`src/rtl/core/obsd_pkg.sv`:
```
// Shared types and constants for the oriented box signed distance block.
// Used by every module under rtl/core; depends on nothing.
package obsd_pkg;

  localparam int AXES      = 3;
  localparam int CRD_W     = 16;
  localparam int D_W       = CRD_W + 1;
  localparam int PROD_W    = CRD_W + D_W;
  localparam int ACC_W     = PROD_W + 2;
  localparam int FRAC_SH   = 14;
  localparam int R_W       = ACC_W - FRAC_SH;
  localparam int MAG_W     = R_W - 1;
  localparam int PEN_W     = R_W + 1;
  localparam int ESQ_W     = 2 * MAG_W;
  localparam int SUM_W     = ESQ_W + 2;
  localparam int SQ_STEPS  = SUM_W / 2;
  localparam int ROOT_W    = SQ_STEPS;
  localparam int REM_W     = ROOT_W + 2;
  localparam int SD_W      = 18;
  localparam int CFG_W     = 3 * CRD_W;
  localparam int IDX_W     = 3;
  localparam int NST       = 6 + SQ_STEPS + 1;

  localparam logic signed [ACC_W-1:0] ROUND_HALF = ACC_W'(1 << (FRAC_SH - 1));
  localparam logic [ROOT_W:0] SD_MAX = (ROOT_W + 1)'((1 << (SD_W - 1)) - 1);

  typedef enum logic [IDX_W-1:0] {
    REG_CENTER = 3'd0,
    REG_HALF   = 3'd1,
    REG_ROT0   = 3'd2,
    REG_ROT1   = 3'd3,
    REG_ROT2   = 3'd4
  } cfg_reg_t;

  typedef logic [3:0] lane_en_t;

endpackage

```
`src/rtl/core/obsd_sqrt.sv`:
```
// Pipelined integer square root, two radicand bits per stage, with remainder.
// Depends on obsd_pkg.
module obsd_sqrt (
  input  logic                              clk,
  input  logic [obsd_pkg::SQ_STEPS-1:0]     en,
  input  logic [obsd_pkg::SUM_W-1:0]        s_in,
  output logic [obsd_pkg::ROOT_W-1:0]       root,
  output logic [obsd_pkg::REM_W-1:0]        rem
);

  logic [obsd_pkg::SUM_W-1:0]  s_r   [obsd_pkg::SQ_STEPS];
  logic [obsd_pkg::ROOT_W-1:0] q_r   [obsd_pkg::SQ_STEPS];
  logic [obsd_pkg::REM_W-1:0]  rem_r [obsd_pkg::SQ_STEPS];

  for (genvar t = 0; t < obsd_pkg::SQ_STEPS; t++) begin : g_step
    logic [obsd_pkg::SUM_W-1:0]  s_prev;
    logic [obsd_pkg::ROOT_W-1:0] q_prev;
    logic [obsd_pkg::REM_W-1:0]  rem_prev;
    logic [obsd_pkg::REM_W-1:0]  rem_sh;
    logic [obsd_pkg::REM_W-1:0]  trial;

    if (t == 0) begin : g_first
      assign s_prev   = s_in;
      assign q_prev   = '0;
      assign rem_prev = '0;
    end else begin : g_next
      assign s_prev   = s_r[t-1];
      assign q_prev   = q_r[t-1];
      assign rem_prev = rem_r[t-1];
    end

    assign rem_sh = {rem_prev[obsd_pkg::REM_W-3:0],
                     s_prev[2*(obsd_pkg::SQ_STEPS-1-t)+1 -: 2]};
    assign trial  = {q_prev, 2'b01};

    always_ff @(posedge clk) begin
      if (en[t]) begin
        s_r[t] <= s_prev;
        if (rem_sh >= trial) begin
          rem_r[t] <= rem_sh - trial;
          q_r[t]   <= {q_prev[obsd_pkg::ROOT_W-2:0], 1'b1};
        end else begin
          rem_r[t] <= rem_sh;
          q_r[t]   <= {q_prev[obsd_pkg::ROOT_W-2:0], 1'b0};
        end
      end
    end
  end

  assign root = q_r[obsd_pkg::SQ_STEPS-1];
  assign rem  = rem_r[obsd_pkg::SQ_STEPS-1];

endmodule

```
`config.mk`:
```
export PLATFORM = sky130hd
export DESIGN_NAME = obsd_sqrt
export DESIGN_NICKNAME = d
export VERILOG_FILES = /design/src/rtl/core/obsd_pkg.sv /design/src/rtl/core/obsd_sqrt.sv
export SDC_FILE = /design/constraint.sdc
export NUM_CORES = 2
export LEC_CHECK = 0
export BUFFER_PORTS_ARGS = -buffer_cell sky130_fd_sc_hd__buf_2
export CAP_MARGIN = 10
export CORE_MARGIN = 5
export CORE_UTILIZATION = 63
export CTS_CLUSTER_DIAMETER = 200
export DETAILED_ROUTE_END_ITERATION = 8
export PLACE_DENSITY = 0.83
export SETUP_SLACK_MARGIN = 0.05
export SYNTH_ARGS = -nofsm -noshare
export SYNTH_HDL_FRONTEND = slang
export SYNTH_SLANG_ARGS = --single-unit
```
`constraint.sdc`:
```
create_clock -name clk -period 3.4 [get_ports clk]
set_input_delay 0.51 -clock clk [delete_from_list [all_inputs] [get_ports clk]]
set_output_delay 0.51 -clock clk [all_outputs]
set_load 0.005 [all_outputs]
```
==> impl_results.md <==
* Leak pwr at 21.9 nW
* CP arrival at between 3 and 4 ns
* Wirelength per Cell at 19.5 um
* Overall power at 37.3 mW
* Ports at 108
* Grt total ovfl at 0
* Drt pass-1 iters at 6
* Final setup viols at 0
* Largest net degree at the start of global routing at 61
* Type of element capturing the critical path: register
* CTS H-Tree Depth at 3
* Layout cells sized above 1 at 0.0884
* CP cell instances: ha_1, or2_2, a2111oi_1, a31oi_1, or2_1, or3_1, nand3_1, nor2_1, xor2_1
* Vias in the first global route at approximately 31000
* Max-Cap Viols at 0
* Initial antenna violation count at 1
* GPL Wtd Cong at 0.928
* Synth warnings at 0
* Worst-margin pin slew at roughly 0.80 ns
* Crit Path Category: reg -> reg
* Register bit total from synthesis at 1068
* Clock Path Buffers at 3
* Placed insts at around 5000
* Mean Syn Cell Area at between 10 and 15 sq um
* Hold Crit Class: in -> reg
* Ys async rst share at 0
* Synth Instances at 3897
* Rows at 103
* # clock sinks at 1068
* CP startpoint kind: register
* Unrepaired setup endpoints after global routing: false
* Synth area leader: edfxtp_1
* P&R area growth vs syn at 12.1%
* WP buf/inv at 0
* Die Y at a little under 300 um
* Core area at 0.0791 sq mm
* Die Width at 293 um
* Fin crit period at about 3.2 ns
* Post-synth cell types at 90
* Delay-heaviest family, CP: simple AND/OR/NAND/NOR gates
* Slowest CP cell: a2111oi_1
* Clk_lat worst skew at between 0.6 and 0.7 ns
* Hpwl dp at 69.5 mm
* Reg clk slew, reported paths at 0.07 ns
* Synth top area share at 0.637
* Period Utilization, post-route at 0.948
* Fmax at 310 MHz
* CTS root buf: clkbuf_16
* DRC errors left at 0
* Global-route wire length before repair at roughly 160 mm
* Max_slew headroom at 0.468
* Placed cell areas at 0.0523 sq mm
* Num CTS Buffers at 104
* DRT iter0 DRCs at approximately 2600
* Starting Density at 0.636
* Design area at 0.0564 sq mm
* Pwr Density at between 600 and 700 mW/mm^2
* Total die area at 0.0856 sq mm
* Seq/Total Area, Yosys at 0.637
* Final core occ at 0.713
* EDFF count, synth at between 1000 and 1500
* Pre-CTS setup slack at 0.161 ns
* Max Slew Vio Count at 0
* Commonest non-fill, non-tap cell in the layout: edfxtp_1
* Inserted Diodes at 0
* VDD IR-drop max at slightly below 0.6 mV
* Gr usage total at 0.237
* Final non-filler cell total at 5258
* Final wirelength at 103 mm
* Final Hold Fails at 0
* ANT nets after route at 0
* Nets at 4442
* Syn Nets at ~4200
* Synth area leaders: edfxtp_1 (64%), ha_1 (6.4%), xnor2_1 (3.0%)
* Max incr delay on CP at 0.51 ns
* Status: finished clean
* Final worst slack at 0.176 ns
* CTS tree: done
* Setup TNS at 0 ns
* Most frequent cells in the layout: edfxtp_1 (1067), inv_1 (319), a21oi_1 (271), nor2_1 (258), ha_1 (256)
* Port bufs at about 110
* Via-to-Cell Ratio at slightly below 6
* Fin Hold WS at 0.230 ns
* Critical-path maximum fanout at 12
* Synthesized area at 0.0503 sq mm
* Vias at 31200
* Top FF cell, synth: edfxtp_1
* Clk_skew at 0.0856 ns
* WP data required at 3.83 ns
==> flip-flops by register name (all words and copies together), names as in the netlist <==
| signal | count |
|---|---|
| s_r | 420 |
| q_r | 231 |
| rem_r | 417 |
==> cells in the mapped netlist, types with 8 or more instances <==
cell	instances
edfxtp_1	1067
inv_1	319
a21oi_1	272
nor2_1	258
ha_1	256
nand2_1	211
xnor2_1	171
xor2_1	148
o21ai_0	138
a21o_1	75
clkbuf_1	72
nand3_1	70
nor3_1	70
o21ai_1	65
o21a_1	60
nand2b_1	59
mux2_1	47
nor4_1	43
or3_1	39
nor2b_1	33
and3_1	31
a211oi_1	27
a31oi_1	27
and2_1	27
nand4_1	26
o21bai_1	25
or4_1	20
mux2_2	19
o31ai_1	16
buf_2	11
o22ai_1	11
o31a_1	11
nor4b_1	10
a211o_1	8
a221oi_1	8
mux2i_1	8
nand3b_1	8
o211ai_1	8
==> per-layer routing <==
| layer | vias up | share of wire | global-route usage |
|---|---|---|---|
| met2 | 1108 | 0.51 | 0.417 |
| met4 | 0 | 0.028 | 0.0652 |
| met1 | 15000 | 0.41 | 0.313 |
| li1 | 14900 | - | - |
| met5 | - | 0 | 0 |
| met3 | 209 | 0.056 | 0.0327 |
==> area by class of cell <==
| cell class | count | area (sq um) |
|---|---|---|
| fillers | 5007 | 22700 |
| multi-input cells | 2424 | 16700 |
| flip-flops and latches | 1068 | 32100 |
| inverters | 321 | 1200 |
| clock buffers | 120 | 2660 |
| well taps | 1050 | 1310 |
| repair buffers | 203 | 1390 |
| clock inverters | 72 | 1020 |
==> report_power, final <==
part	switching, mW	internal [mW]	total [mW]
clock network	5.02	7.26	12.3
registers	0.965	16.6	17.6
logic	4.21	3.25	7.47
total	10.2	27.1	37.3
==> final timing paths <==
kind	from	to	slack [ns]	cells past startpoint
worst min-delay path	en[0]	s_r[0][15]	0.23	1
worst min register to register	s_r[2][100]	s_r[2][142]	0.36	0
worst max register to register	rem_r[0][71]	rem_r[0][100]	0.18	9
worst max-delay path	rem_r[0][71]	rem_r[0][100]	0.18	9
==> cell families (layout without fill, tap and decap cells) <==
family                   after synthesis  after routing  synth area share
flip-flops                          1068           1068             0.637
AND/OR/NAND/NOR                      957            957            0.0962
AO/OA/AOI/OAI                        817            817             0.100
buffers and inverters                405            716            0.0305
XOR/XNOR                             320            320            0.0559
adder cells (fa/ha/maj)              256            256            0.0637
multiplexers                          74             74            0.0164
==> timing repair <==
| action | 4_1_cts | 5_1_grt |
|---|---|---|
| gates resized for setup | 0 | 4 |
| hold endpoints to repair | 40 | 0 |
| hold buffers | 40 | 0 |
| endpoints found under the setup margin | 0 | 22 |
| buffers inserted | 0 | 0 |
No activity file was read; power rests on OpenSTA's default activity.
