`src/rtl/core/obsd_pkg.sv`:
```
// Shared types and constants for the oriented box signed distance block.
// Used by every module under rtl/core; depends on nothing.
package obsd_pkg;

  localparam int AXES      = 3;
  localparam int CRD_W     = 16;
  localparam int D_W       = CRD_W + 1;
  localparam int PROD_W    = CRD_W + D_W;
  localparam int ACC_W     = PROD_W + 2;
  localparam int FRAC_SH   = 14;
  localparam int R_W       = ACC_W - FRAC_SH;
  localparam int MAG_W     = R_W - 1;
  localparam int PEN_W     = R_W + 1;
  localparam int ESQ_W     = 2 * MAG_W;
  localparam int SUM_W     = ESQ_W + 2;
  localparam int SQ_STEPS  = SUM_W / 2;
  localparam int ROOT_W    = SQ_STEPS;
  localparam int REM_W     = ROOT_W + 2;
  localparam int SD_W      = 18;
  localparam int CFG_W     = 3 * CRD_W;
  localparam int IDX_W     = 3;
  localparam int NST       = 6 + SQ_STEPS + 1;

  localparam logic signed [ACC_W-1:0] ROUND_HALF = ACC_W'(1 << (FRAC_SH - 1));
  localparam logic [ROOT_W:0] SD_MAX = (ROOT_W + 1)'((1 << (SD_W - 1)) - 1);

  typedef enum logic [IDX_W-1:0] {
    REG_CENTER = 3'd0,
    REG_HALF   = 3'd1,
    REG_ROT0   = 3'd2,
    REG_ROT1   = 3'd3,
    REG_ROT2   = 3'd4
  } cfg_reg_t;

  typedef logic [3:0] lane_en_t;

endpackage

```
`src/rtl/core/obsd_lane.sv`:
```
// One axis lane: rotates the offset into the box frame, clamps to the half
// extent and squares the residual. Depends on obsd_pkg.
module obsd_lane (
  input  logic                                   clk,
  input  obsd_pkg::lane_en_t                     en,
  input  logic [obsd_pkg::AXES-1:0][obsd_pkg::D_W-1:0]   d,
  input  logic [obsd_pkg::AXES-1:0][obsd_pkg::CRD_W-1:0] col,
  input  logic [obsd_pkg::CRD_W-1:0]             half,
  output logic signed [obsd_pkg::PEN_W-1:0]      pen,
  output logic [obsd_pkg::ESQ_W-1:0]             esq
);

  logic signed [obsd_pkg::PROD_W-1:0] prod_r [obsd_pkg::AXES];
  logic signed [obsd_pkg::ACC_W-1:0]  acc;
  logic signed [obsd_pkg::ACC_W-1:0]  acc_rnd;
  logic signed [obsd_pkg::R_W-1:0]    r_r;
  logic signed [obsd_pkg::R_W-1:0]    r_neg;
  logic [obsd_pkg::MAG_W-1:0]         mag;
  logic signed [obsd_pkg::PEN_W-1:0]  pen_nxt;
  logic signed [obsd_pkg::PEN_W-1:0]  pen3_r;
  logic signed [obsd_pkg::PEN_W-1:0]  pen4_r;
  logic [obsd_pkg::MAG_W-1:0]         e_nxt;
  logic [obsd_pkg::MAG_W-1:0]         e_r;
  logic [obsd_pkg::ESQ_W-1:0]         esq_r;

  always_ff @(posedge clk) begin
    for (int j = 0; j < obsd_pkg::AXES; j++) begin
      if (en[0]) begin
        prod_r[j] <= $signed(col[j]) * $signed(d[j]);
      end
    end
  end

  always_comb begin
    acc = '0;
    for (int j = 0; j < obsd_pkg::AXES; j++) begin
      acc = acc + obsd_pkg::ACC_W'(prod_r[j]);
    end
    acc_rnd = acc + obsd_pkg::ROUND_HALF;
  end

  always_comb begin
    r_neg   = -r_r;
    mag     = r_r[obsd_pkg::R_W-1] ? r_neg[obsd_pkg::MAG_W-1:0] : r_r[obsd_pkg::MAG_W-1:0];
    pen_nxt = $signed({2'b00, mag}) - $signed({(obsd_pkg::PEN_W - obsd_pkg::CRD_W)'(0), half});
    e_nxt   = (pen_nxt > 0) ? pen_nxt[obsd_pkg::MAG_W-1:0] : '0;
  end

  always_ff @(posedge clk) begin
    if (en[1]) begin
      r_r <= acc_rnd[obsd_pkg::ACC_W-1:obsd_pkg::FRAC_SH];
    end
    if (en[2]) begin
      pen3_r <= pen_nxt;
      e_r    <= e_nxt;
    end
    if (en[3]) begin
      pen4_r <= pen3_r;
      esq_r  <= e_r * e_r;
    end
  end

  assign pen = pen4_r;
  assign esq = esq_r;

endmodule

```
`config.mk`:
```
export PLATFORM = sky130hd
export DESIGN_NAME = obsd_lane
export DESIGN_NICKNAME = d
export VERILOG_FILES = /design/src/rtl/core/obsd_pkg.sv /design/src/rtl/core/obsd_lane.sv
export SDC_FILE = /design/constraint.sdc
export NUM_CORES = 2
export LEC_CHECK = 0
export BUFFER_PORTS_ARGS = -buffer_cell sky130_fd_sc_hd__buf_2
export CELL_PAD_IN_SITES_DETAIL_PLACEMENT = 1
export CELL_PAD_IN_SITES_GLOBAL_PLACEMENT = 1
export CORE_UTILIZATION = 35
export CTS_BUF_LIST = sky130_fd_sc_hd__clkbuf_8
export DETAILED_ROUTE_END_ITERATION = 12
export PLACE_DENSITY_LB_ADDON = 0.25
export SKIP_CTS_REPAIR_TIMING = 1
export SLEW_MARGIN = 20
export SYNTH_ARGS = -nofsm -noshare
export SYNTH_HDL_FRONTEND = slang
export SYNTH_SLANG_ARGS = --single-unit
```
`constraint.sdc`:
```
create_clock -name clk -period 22.1 [get_ports clk]
set_input_delay 0 -clock clk [delete_from_list [all_inputs] [get_ports clk]]
set_output_delay 0 -clock clk [all_outputs]
set_load 0.02 [all_outputs]
```
==> flow_metrics.env <==
export IMPL_status="finished clean"
export IMPL_hold_worst_slack_ns=0.0281
export IMPL_startpoint="e_r[2]$_SDFFCE_PP0P_"
export IMPL_die_area_um2=150000
export IMPL_initial_core_util_pct=35.2
export IMPL_hpwlAfterDp_mm=116
export IMPL_cts_sinks=221
export IMPL_critical_path_class="flip-flop to flip-flop"
export IMPL_fmax_mhz=123
export IMPL_area_delta_synth_final_pct=7.32
export IMPL_start_kind="flip-flop"
export IMPL_fin_crit_sh_pct=36.7
export IMPL_seq_area_frac_synth_pct=12.8
export IMPL_grt_remaining_overflow=0
export IMPL_io_buffers=180
export IMPL_drt_wl_total_mm=136
export IMPL_rr_startpoint="e_r[2]$_SDFFCE_PP0P_"
export IMPL_via_per_inst=4.77
export IMPL_async_flop_share_pct=0
export IMPL_synth_distinct_cells=71
export IMPL_vias=34900
export IMPL_worstSkewPairLatency_ns=0.64
export IMPL_root_buffer="clkbuf_8"
export IMPL_fp_row_count=141
export IMPL_netlist_area_um2=52000
export IMPL_max_cap_violations=0
export IMPL_gp_congestion=0.854
export IMPL_grt_pass1_vias=40300
export IMPL_drtIter0Drc=1274
export IMPL_final_util_pct=37.8
export IMPL_finalHoldViolCount=0
export IMPL_rsz0062_at_grt="no"
export IMPL_die_h_um=387
export IMPL_required_ns=22.48
export IMPL_cts_tree="done"
export IMPL_nFillCells=16700
export IMPL_grt_pass1_wl_mm=222
export IMPL_fp_dieW_um=387
export IMPL_finalSetupViolCount=0
export IMPL_min_period_ns=8.12
export IMPL_min_path_type="input pin to flip-flop"
export IMPL_core_um2=148000
export IMPL_synth_edff_count=221
export IMPL_netlist_instances=5271
export IMPL_synth_seq_cells=221
export IMPL_synth_yosys_warnings=0
export IMPL_skew_ns=0.0589
export IMPL_cp_arrival_ns=8.50
export IMPL_cts_buffer_depth=3
export IMPL_dr_pass1_iters=4
export IMPL_finalNetCount=7089
export IMPL_drive_gt1_share_pct=5.06
export IMPL_drc=0
export IMPL_syn_area_per_cell_um2=9.86
export IMPL_ios=182
export IMPL_grt_util_all_layers_pct=18.9
export IMPL_grt_start_max_net_pins=68
export IMPL_cp_max_fo=24
export IMPL_antenna_found_initial=10
export IMPL_numCtsBuffers=43
export IMPL_ant_nets=0
export IMPL_cp_end_kind="flip-flop"
export IMPL_slew_viol_final=0
export IMPL_synth_ff_type="edfxtp_1"
export IMPL_clk_pin_slew_worst_paths_ns=0.06
export IMPL_htreeDepth=2
export IMPL_worst_slew_pin_slew_ns=1.05
export IMPL_wl_per_cell_um=18.7
export IMPL_holdCritStartpoint="half[10]"
export IMPL_slew_headroom_pct=30.1
export IMPL_syn_nets=7016
export IMPL_fin_tns_setup_ns=0
## cell type report
cell class / instances / area [um^2] / area share [%]
diodes: 6 / 15.0 / 0.0269
well taps: 1930 / 2410 / 4.33
multi-input cells: 3574 / 39800 / 71.4
repair buffers: 193 / 1020 / 1.83
clock buffers: 44 / 606 / 1.09
flip-flops and latches: 221 / 6640 / 11.9
inverters: 1311 / 4920 / 8.82
clock inverters: 28 / 370 / 0.664
## Yosys cell counts, drive strengths merged, types with 13 or more instances
| cell | count | area, um^2 |
|---|---|---|
| a21oi | 122 | 611 |
| xor2 | 59 | 517 |
| and3 | 13 | 81.3 |
| xnor2 | 157 | 1380 |
| nand2b | 44 | 283 |
| nand3 | 23 | 115 |
| nand4 | 13 | 81.3 |
| edfxtp | 221 | 6640 |
| nor2 | 98 | 368 |
| o21bai | 20 | 150 |
| o21a | 13 | 97.6 |
| fa | 1139 | 22800 |
| nor3 | 22 | 115 |
| a21o | 83 | 623 |
| and2 | 372 | 2330 |
| inv | 1311 | 4920 |
| clkbuf | 162 | 608 |
| a31oi | 15 | 93.8 |
| nor2b | 38 | 238 |
| ha | 486 | 6080 |
| o21ai | 83 | 419 |
| nand2 | 656 | 2460 |
## worst paths after layout
| path | endpoint | slack, ns | cells after the start |
|---|---|---|---|
| setup reg to reg | esq[39]$_DFFE_PP_ | 13.98 | 25 |
| setup / recovery | esq[39]$_DFFE_PP_ | 13.98 | 25 |
| hold / removal | pen3_r[10]$_DFFE_PP_ | 0.03 | 4 |
| hold reg to reg | pen[18]$_DFFE_PP_ | 0.42 | 0 |
## critical path, stage by stage (launching register included)
cell and delay, ns:
edfxtp_1 0.98, nand2_1 0.25, inv_1 0.13, fa_1 0.44
fa_1 0.51, inv_1 0.05, fa_1 0.49, inv_1 0.05
fa_1 0.48, fa_1 0.48, fa_1 0.51, inv_1 0.05
fa_1 0.50, inv_1 0.04, ha_1 0.37, a21o_1 0.15
a21o_1 0.11, a21o_1 0.14, o21bai_1 0.13, o31ai_1 0.12
buf_4 0.17, or4_1 0.62, a21oi_1 0.40, nand4_1 0.27
o21ai_0 0.29, xnor2_1 0.11
## registers in the layout, summed over array words and instances, names as in the netlist
| register | cells |
|---|---|
| pen | 21 |
| e_r | 20 |
| pen3_r | 21 |
| r_r | 21 |
| prod_r | 99 |
| esq | 39 |
## per-layer routing
layer,share of wire (%),GRT usage [%]
met5,0.030,0
met4,2.6,4.87
met3,3.2,2.12
met2,50,33.1
met1,44,24.6
## cell families (layout without fill, tap and decap cells)
family	after synthesis	in the layout	synth area share [%]
fa+ha+maj	1625	1625	55.6
buf+inv	1476	1576	10.7
simple gates	1318	1318	12.3
compound gates	411	411	5.04
flops	221	221	12.8
xor+xnor	216	216	3.64
mux	3	3	0.0602
other cells	1	7	0.00721
## layout by cell type, fill, tap and decap left out, types with 9 or more instances in the layout
cell type,instances
nand3_1,23
o21bai_1,20
a31oi_1,15
bufinv_16,9
a21o_1,83
nor2b_1,38
o21a_1,13
fa_1,1139
a211oi_1,9
xor2_1,59
xnor2_1,157
nor2_1,98
nand2_1,656
nand4_1,13
nor3_1,20
clkbuf_8,44
ha_1,486
a21oi_1,122
and2_1,372
o21ai_0,82
o31ai_1,11
buf_2,179
edfxtp_1,221
inv_1,1319
nand2b_1,43
and3_1,13
## through the flow
step / cells / cell area [um^2] / setup slack [ns]
6_report: 7307 / 55800 / 13.98
5_1_grt: 7302 / 55800 / 13.56
2_1_floorplan: 5271 / 52000 / 15.08
3_5_place_dp: 7221 / 54700 / 14.01
3_3_place_gp: 7221 / 54700 / 14.18
4_1_cts: 7293 / 55700 / 13.98
Power is not shown: default switching activity piles up to over one toggle a cycle in this logic, so the estimate is an artifact.
